### config.mk
export PLATFORM = sky130hd
export DESIGN_NAME = pat_ctrl
export DESIGN_NICKNAME = d
export VERILOG_FILES = /design/src/hw/rtl/pat_pkg.sv /design/src/hw/rtl/pat_ctrl.sv
export SDC_FILE = /design/constraint.sdc
export NUM_CORES = 1
export LEC_CHECK = 0
export BUFFER_PORTS_ARGS = -buffer_cell sky130_fd_sc_hd__buf_2
export CAP_MARGIN = 20
export CORE_UTILIZATION = 35
export DETAILED_ROUTE_END_ITERATION = 12
export SYNTH_ARGS = -nofsm -noshare
export SYNTH_HDL_FRONTEND = slang
export SYNTH_SLANG_ARGS = --single-unit
### constraint.sdc
create_clock -name clk -period 3.99 [get_ports clk]
set_clock_uncertainty 0.05 [all_clocks]
set_input_delay 0.399 -clock clk [delete_from_list [all_inputs] [get_ports clk]]
set_output_delay 0.399 -clock clk [all_outputs]
set_load 0.01 [all_outputs]
### src/hw/rtl/pat_pkg.sv
package pat_pkg;

	// Default table depths
	localparam int PEND_DEPTH_DEF = 32;
	localparam int RECV_DEPTH_DEF = 64;

	// Results buffered per ack and its index width
	localparam int MAX_RESULTS = 32;
	localparam int ABW = $clog2(MAX_RESULTS);
	localparam int NAW = $clog2(MAX_RESULTS + 1);

	// Window prune span and RTT arithmetic
	localparam logic [31:0] WINDOW_SPAN = 32'd34;
	localparam logic [31:0] BIT_SPAN = 32'd31;
	localparam logic [31:0] RECIP_TEN = 32'hCCCCCCCD;

	// Configuration registers
	localparam int CFG_IW = 1;
	localparam logic [CFG_IW-1:0] REG_MAX_SEQ = 1'd0;
	localparam logic [CFG_IW-1:0] REG_RTT_MAX = 1'd1;

	// Operation codes
	localparam logic [1:0] OP_SEND = 2'd0;
	localparam logic [1:0] OP_RECV = 2'd1;
	localparam logic [1:0] OP_ACK = 2'd2;
	localparam logic [1:0] OP_TICK = 2'd3;

	typedef enum logic [4:0] {
		CMD_NONE,
		CMD_CAPTURE,
		CMD_SEND,
		CMD_RSCAN_EV,
		CMD_RINSERT,
		CMD_ACK_KEEP,
		CMD_ACK_HIT,
		CMD_RTT_MUL,
		CMD_RTT_DIV,
		CMD_ACK_END,
		CMD_AGE_WR,
		CMD_LATEST_RD,
		CMD_LO,
		CMD_PRUNE_RD,
		CMD_PRUNE_DROP,
		CMD_EXP_RD,
		CMD_EXP_DROP,
		CMD_HDR_INIT,
		CMD_HDR_EV,
		CMD_EM_LOAD
	} pat_cmd_t;

	typedef enum logic [4:0] {
		S_IDLE,
		S_DISPATCH,
		S_SEND,
		S_RS_RD,
		S_RS_EV,
		S_R_INS,
		S_AK_RD,
		S_AK_EV,
		S_RTT_MUL,
		S_RTT_DIV,
		S_AK_END,
		S_AG_RD,
		S_AG_WR,
		S_LT_RD,
		S_LT_LO,
		S_PR_RD,
		S_PR_EV,
		S_EX_RD,
		S_EX_EV,
		S_HDR_INIT,
		S_HD_RD,
		S_HD_EV,
		S_EM_RD,
		S_EM_LD,
		S_EM_WAIT
	} pat_state_t;

	typedef struct packed {
		logic [1:0] op;
		logic       p_end;
		logic       r_end;
		logic       p_empty;
		logic       r_empty;
		logic       ack_hit;
		logic       prune_drop;
		logic       exp_drop;
		logic       hdr_stop;
		logic       out_fire;
		logic       out_last;
	} pat_status_t;

endpackage

### src/hw/rtl/pat_ctrl.sv
module pat_ctrl (
	input  logic               clk,
	input  logic               arst_n,
	input  logic               in_valid,
	output logic               in_ready,
	output pat_pkg::pat_cmd_t  cmd,
	input  pat_pkg::pat_status_t st
);
	import pat_pkg::*;

	pat_state_t state_q, state_d;

	// Hold state
	always_ff @(posedge clk or negedge arst_n) begin
		if (!arst_n) begin
			state_q <= S_IDLE;
		end else begin
			state_q <= state_d;
		end
	end

	// Advance state
	always_comb begin
		state_d = state_q;
		unique case (state_q)
			S_IDLE:     if (in_valid) state_d = S_DISPATCH;
			S_DISPATCH: begin
				unique case (st.op)
					OP_SEND: state_d = S_SEND;
					OP_RECV: state_d = S_RS_RD;
					OP_ACK:  state_d = S_AK_RD;
					OP_TICK: state_d = S_AG_RD;
				endcase
			end
			S_SEND:     state_d = S_HDR_INIT;
			S_RS_RD:    state_d = st.r_end ? S_R_INS : S_RS_EV;
			S_RS_EV:    state_d = S_RS_RD;
			S_R_INS:    state_d = S_HDR_INIT;
			S_AK_RD:    state_d = st.p_end ? S_AK_END : S_AK_EV;
			S_AK_EV:    state_d = st.ack_hit ? S_RTT_MUL : S_AK_RD;
			S_RTT_MUL:  state_d = S_RTT_DIV;
			S_RTT_DIV:  state_d = S_AK_RD;
			S_AK_END:   state_d = S_HDR_INIT;
			S_AG_RD:    state_d = st.p_end ? S_LT_RD : S_AG_WR;
			S_AG_WR:    state_d = S_AG_RD;
			S_LT_RD:    state_d = st.r_empty ? S_EX_RD : S_LT_LO;
			S_LT_LO:    state_d = S_PR_RD;
			S_PR_RD:    state_d = st.r_empty ? S_EX_RD : S_PR_EV;
			S_PR_EV:    state_d = st.prune_drop ? S_PR_RD : S_EX_RD;
			S_EX_RD:    state_d = st.p_empty ? S_HDR_INIT : S_EX_EV;
			S_EX_EV:    state_d = st.exp_drop ? S_EX_RD : S_HDR_INIT;
			S_HDR_INIT: state_d = S_HD_RD;
			S_HD_RD:    state_d = st.r_end ? S_EM_RD : S_HD_EV;
			S_HD_EV:    state_d = st.hdr_stop ? S_EM_RD : S_HD_RD;
			S_EM_RD:    state_d = S_EM_LD;
			S_EM_LD:    state_d = S_EM_WAIT;
			S_EM_WAIT: begin
				if (st.out_fire) state_d = st.out_last ? S_IDLE : S_EM_RD;
			end
			default:    state_d = S_IDLE;
		endcase
	end

	// Issue datapath commands
	always_comb begin
		cmd = CMD_NONE;
		in_ready = 1'b0;
		unique case (state_q)
			S_IDLE: begin
				in_ready = 1'b1;
				if (in_valid) cmd = CMD_CAPTURE;
			end
			S_SEND:     cmd = CMD_SEND;
			S_RS_EV:    cmd = CMD_RSCAN_EV;
			S_R_INS:    cmd = CMD_RINSERT;
			S_AK_EV:    cmd = st.ack_hit ? CMD_ACK_HIT : CMD_ACK_KEEP;
			S_RTT_MUL:  cmd = CMD_RTT_MUL;
			S_RTT_DIV:  cmd = CMD_RTT_DIV;
			S_AK_END:   cmd = CMD_ACK_END;
			S_AG_WR:    cmd = CMD_AGE_WR;
			S_LT_RD:    cmd = CMD_LATEST_RD;
			S_LT_LO:    cmd = CMD_LO;
			S_PR_RD:    cmd = CMD_PRUNE_RD;
			S_PR_EV:    cmd = st.prune_drop ? CMD_PRUNE_DROP : CMD_NONE;
			S_EX_RD:    cmd = CMD_EXP_RD;
			S_EX_EV:    cmd = st.exp_drop ? CMD_EXP_DROP : CMD_NONE;
			S_HDR_INIT: cmd = CMD_HDR_INIT;
			S_HD_EV:    cmd = st.hdr_stop ? CMD_NONE : CMD_HDR_EV;
			S_EM_LD:    cmd = CMD_EM_LOAD;
			default:    cmd = CMD_NONE;
		endcase
	end

endmodule

After elaboration in Yosys (flattened, before gate mapping)
Index checks and enable logic that the tools add are counted.
- register bits after elaboration: 5
- latch bits: 0
- memory bits (writable): 0
- memory bits (read-only): 0
- input port bits: 15
- word-level logic and storage cells: 57
- memories kept: 0
- $add $sub $neg: 0
- $mul: 0
- divide/modulo/power cells: 0
- order comparisons: 0
- eq/ne operators: 29
- shift-type cells: 0
- multiplexer cells: 23
- bitwise gates (word level): 0
- reduce and logical (&&, ||, !) cells: 4
- operators with widths (operator ; number):
    $pmux 5 s23 ; 1
    $pmux 5 s18 ; 1
    $eq 5x5->1 const B ; 9
    $eq 5x4->1 const B ; 8
    $mux 5 ; 7
    $eq 5x3->1 const B ; 4
    $pmux 5 s4 ; 1
    $mux 4 ; 3
    $eq 5x2->1 const B ; 2
    $mux 2 ; 4
    $mux 1 ; 6
    $eq 5x1->1 const B ; 1
    $logic_not 5->1 ; 1
    $eq 2x2->1 const B ; 2
    $ne 2x2->1 const B ; 2
    $reduce_or 3->1 ; 1
    $eq 2x1->1 const B ; 1
    $logic_not 2->1 ; 1
    $reduce_and 2->1 ; 1

Longest topological paths before layout
- depth in word-level cells: 3
- gate-level depth with buffers: 7
- depth with buffers taken out: 5

Worst setup path after synthesis
Ideal clock, no wire load.
- path type: register -> output
- from: reg state_q[2]
- to: out cmd[3]
- arrival: 1.251 ns
- path slack: 2.290 ns
- cell stages (with the launch flop): 6
- buffers on the path: 2
- cell sequence: dfrtp_1 -> buf_6 -> buf_2 -> nor3_1 -> a21oi_1 -> o21ai_0
- cells in the longest elaborated chain, start to end: 2
- elaborated cells on any way between the ends: 19
- ends and longest elaborated chain (element ; RTL line ; text):
    start: declaration ; pat_ctrl.sv:11 ; pat_state_t state_q, state_d;
    start signal: assignment ; pat_ctrl.sv:18 ; state_q <= state_d;
    $eq 5x5->1 (tied with other cells) ; pat_ctrl.sv:68 ; unique case (state_q)
    $pmux 5 s18 (*) ; pat_ctrl.sv:68 ;
    end: declaration ; pat_ctrl.sv:6 ; output pat_pkg::pat_cmd_t cmd,
Mark *: on every way between the ends. The rest lies on a longest branch, timed or not.

Final worst setup path
- from: reg state_q[4]
- to: out cmd[3]
Same word-level chain as after synthesis.

==> metrics.txt <==
status finished, final reports clean; crit-path cells nand2b_1 -> nor3_1 -> a21oi_1 -> o21ai_0 -> buf_2; CP required ~3500 ps; CP peak stage delay 800 ps; post-route ant nets 0; post-synth top area cell dfrtp_1; Starting Density 0.383; DRC Markers 0; setup TNS 0 ps; RSZ-0062 raised after global routing false; Post-synth EDFFs 0; CTS tree done; TritonCTS Buffers 3; final RePlAce weighted congestion around 0.9; Yosys Warn Count 0; post-synth top area share 0.142; initial antenna violation count 0; layout cell share with drive strength beyond 1 0.214; Max Clock Freq 0.398 GHz; fillers about 250; # rows 17; clock sink count 5; slew margin rel. 0.386; synthesis-stage register bit count 5; WS Path Type flop to output port; clock latency on the worst-skew pair 240 ps; ranking of synthesized cells by area dfrtp_1 (14%), a21oi_1 (7.4%), nor2b_1 (5.7%), nand2_1 (5.1%), o21ai_0 (4.6%); VDD IR max 331 uV; # setup viols final 0; synth unique cells 43; Largest regs state_q (5); nets@finish between 150 and 200; Static Leak ~0.38 nW; Tightest Pin Transition 921 ps; Place WS between 1500 and 2000 ps; sequential share of the synthesized area 0.142; Initial DRC Count 55; Die Ht ~52 um; core area 0.00230 mm2; Ports 21; area of the mapped netlist approximately 900 um2; pwr dens a little over 800 mW/mm2; syn_nets between 100 and 150; Post-Route WL 2510 um; DIE WIDTH ~52 um; grt total ovfl 0; async set-reset flop share out of synthesis 1.00; Max Slew Vio Count 0; crit path DAT 2060 ps; CP delay by family, top flip-flops; die area roughly 0.0027 mm2; # diodes 0; max-cap viol count 0; Tmin final 2510 ps; CTS Root Cell clkbuf_4; Fin Hold WS 438 ps; total number of vias about 1,000; combined buffer and inverter count along the critical path 1; crit end category output port; Top reg by flops state_q; Final WS setup between 1000 and 1500 ps; Post-Synthesis Cells 127; number of global-route vias before repair roughly 900; CTS max path bufs 2; clock slew at reported path FFs 40 ps; Slowest-stage cell, CP dfrtp_1; H-tree depth 1; Syn Area/Cell roughly 6.9 um2; GRT Overall Usage 0.204; Port Buffers 20; postcts setup bufs 0; wire length per cell between 10 and 15 um; routed vias/inst just over 6; crit-path max FO 23; number of flip-flops in the largest register 5; startpoint types flop; list of most frequent post-synthesis cells a21oi_1 (13), nand2_1 (12), nor2_1 (10); min-delay worst type primary input to flop; area delta synth->final 9.53%; top-count cell post-synth a21oi_1; final period utilization 0.630; Synth Flop Type dfrtp_1; drt pass-1 iters 4; first-pass GRT wire length between 4000 and 5000 um; largest net degree at the start of global routing 29; final hold vios 0; post-DP HPWL approximately 1800 um
## worst min-delay path: cells and delay by family
kind	cells	cell delay, ps
buffers and inverters	1	80
AND/OR/NAND/NOR	1	120
AO/OA/AOI/OAI	1	70
## per-stage QoR
stage          power [mW]  area (um2)  std cells   util
2_1_floorplan       0.643         880        127      -
3_3_place_gp        0.726         927        163  0.404
3_5_place_dp        0.722         927        163  0.404
4_1_cts             0.786         963        168  0.419
5_1_grt             0.864         963        168  0.419
6_report            0.795         963        168  0.419
## final cells by class
class                           count  area [um2]  share of cell area
Multi-Input combinational cell    106         649               0.674
Inverter                            4        17.5              0.0182
Sequential cell                     5         125               0.130
Tap cell                           28        35.0              0.0364
Timing Repair Buffer               21         110               0.114
Clock buffer                        4        26.3              0.0273
## cells by family (layout without fill, tap and decap cells)
kind of cell / count (synthesis) / count (layout) / share of synthesized area
flops: 5 / 5 / 0.142
xor+xnor: 1 / 1 / 0.00996
simple gates: 53 / 53 / 0.329
buf+inv: 16 / 29 / 0.119
compound gates: 52 / 52 / 0.400
## cell usage in the layout (no fill, tap or decap), types with 2 or more instances in the layout
master    count
buf_2        20
a21oi_1      13
nand2_1      12
nor2_1       10
nor2b_1       8
o21ai_0       8
a31oi_1       6
nand3_1       5
dfrtp_1       5
nor3_1        4
inv_1         3
nand2b_1      3
a32oi_1       3
o22ai_1       3
nor4_1        3
clkbuf_4      3
o21a_1        2
o221ai_1      2
a22oi_1       2
o21ai_1       2
## where the power goes
| part | total [mW] | switching [mW] | internal [mW] |
|---|---|---|---|
| registers | 0.225 | 0.151 | 0.0735 |
| clock network | 0.0589 | 0.0211 | 0.0378 |
| logic | 0.512 | 0.277 | 0.235 |
## path summary, 6_finish.rpt
kind | startpoint | end | slack [ps] | depth (start not counted)
worst min register to register | state_q[1]$_DFFE_PN0P_ | state_q[3]$_DFFE_PN0P_ | 900 | 2
min in group asynchronous | arst_n | state_q[0]$_DFFE_PN0P_ | 460 | 2
max in group asynchronous | arst_n | state_q[1]$_DFFE_PN0P_ | 3300 | 2
worst min-delay path | st[1] | state_q[4]$_DFFE_PN0P_ | 440 | 3
worst max-delay path | state_q[4]$_DFFE_PN0P_ | cmd[3] | 1480 | 5
worst max register to register | state_q[0]$_DFFE_PN0P_ | state_q[4]$_DFFE_PN0P_ | 1920 | 5
## repair_timing
action / 4_1_cts / 5_1_grt
hold buffers: 1 / 0
gates resized for setup: 0 / 0
endpoints found under the hold margin: 5 / 0
## per-layer routing
metal / up-vias / track usage / routed length, um
li1: 503 / - / -
met1: 500 / 0.299 / 1190
met2: 43 / 0.314 / 1200
met3: 0 / 0.0205 / 119
met4: 0 / 0.0526 / 0
met5: - / 0 / 0
Power figures use the tool's default switching activity.
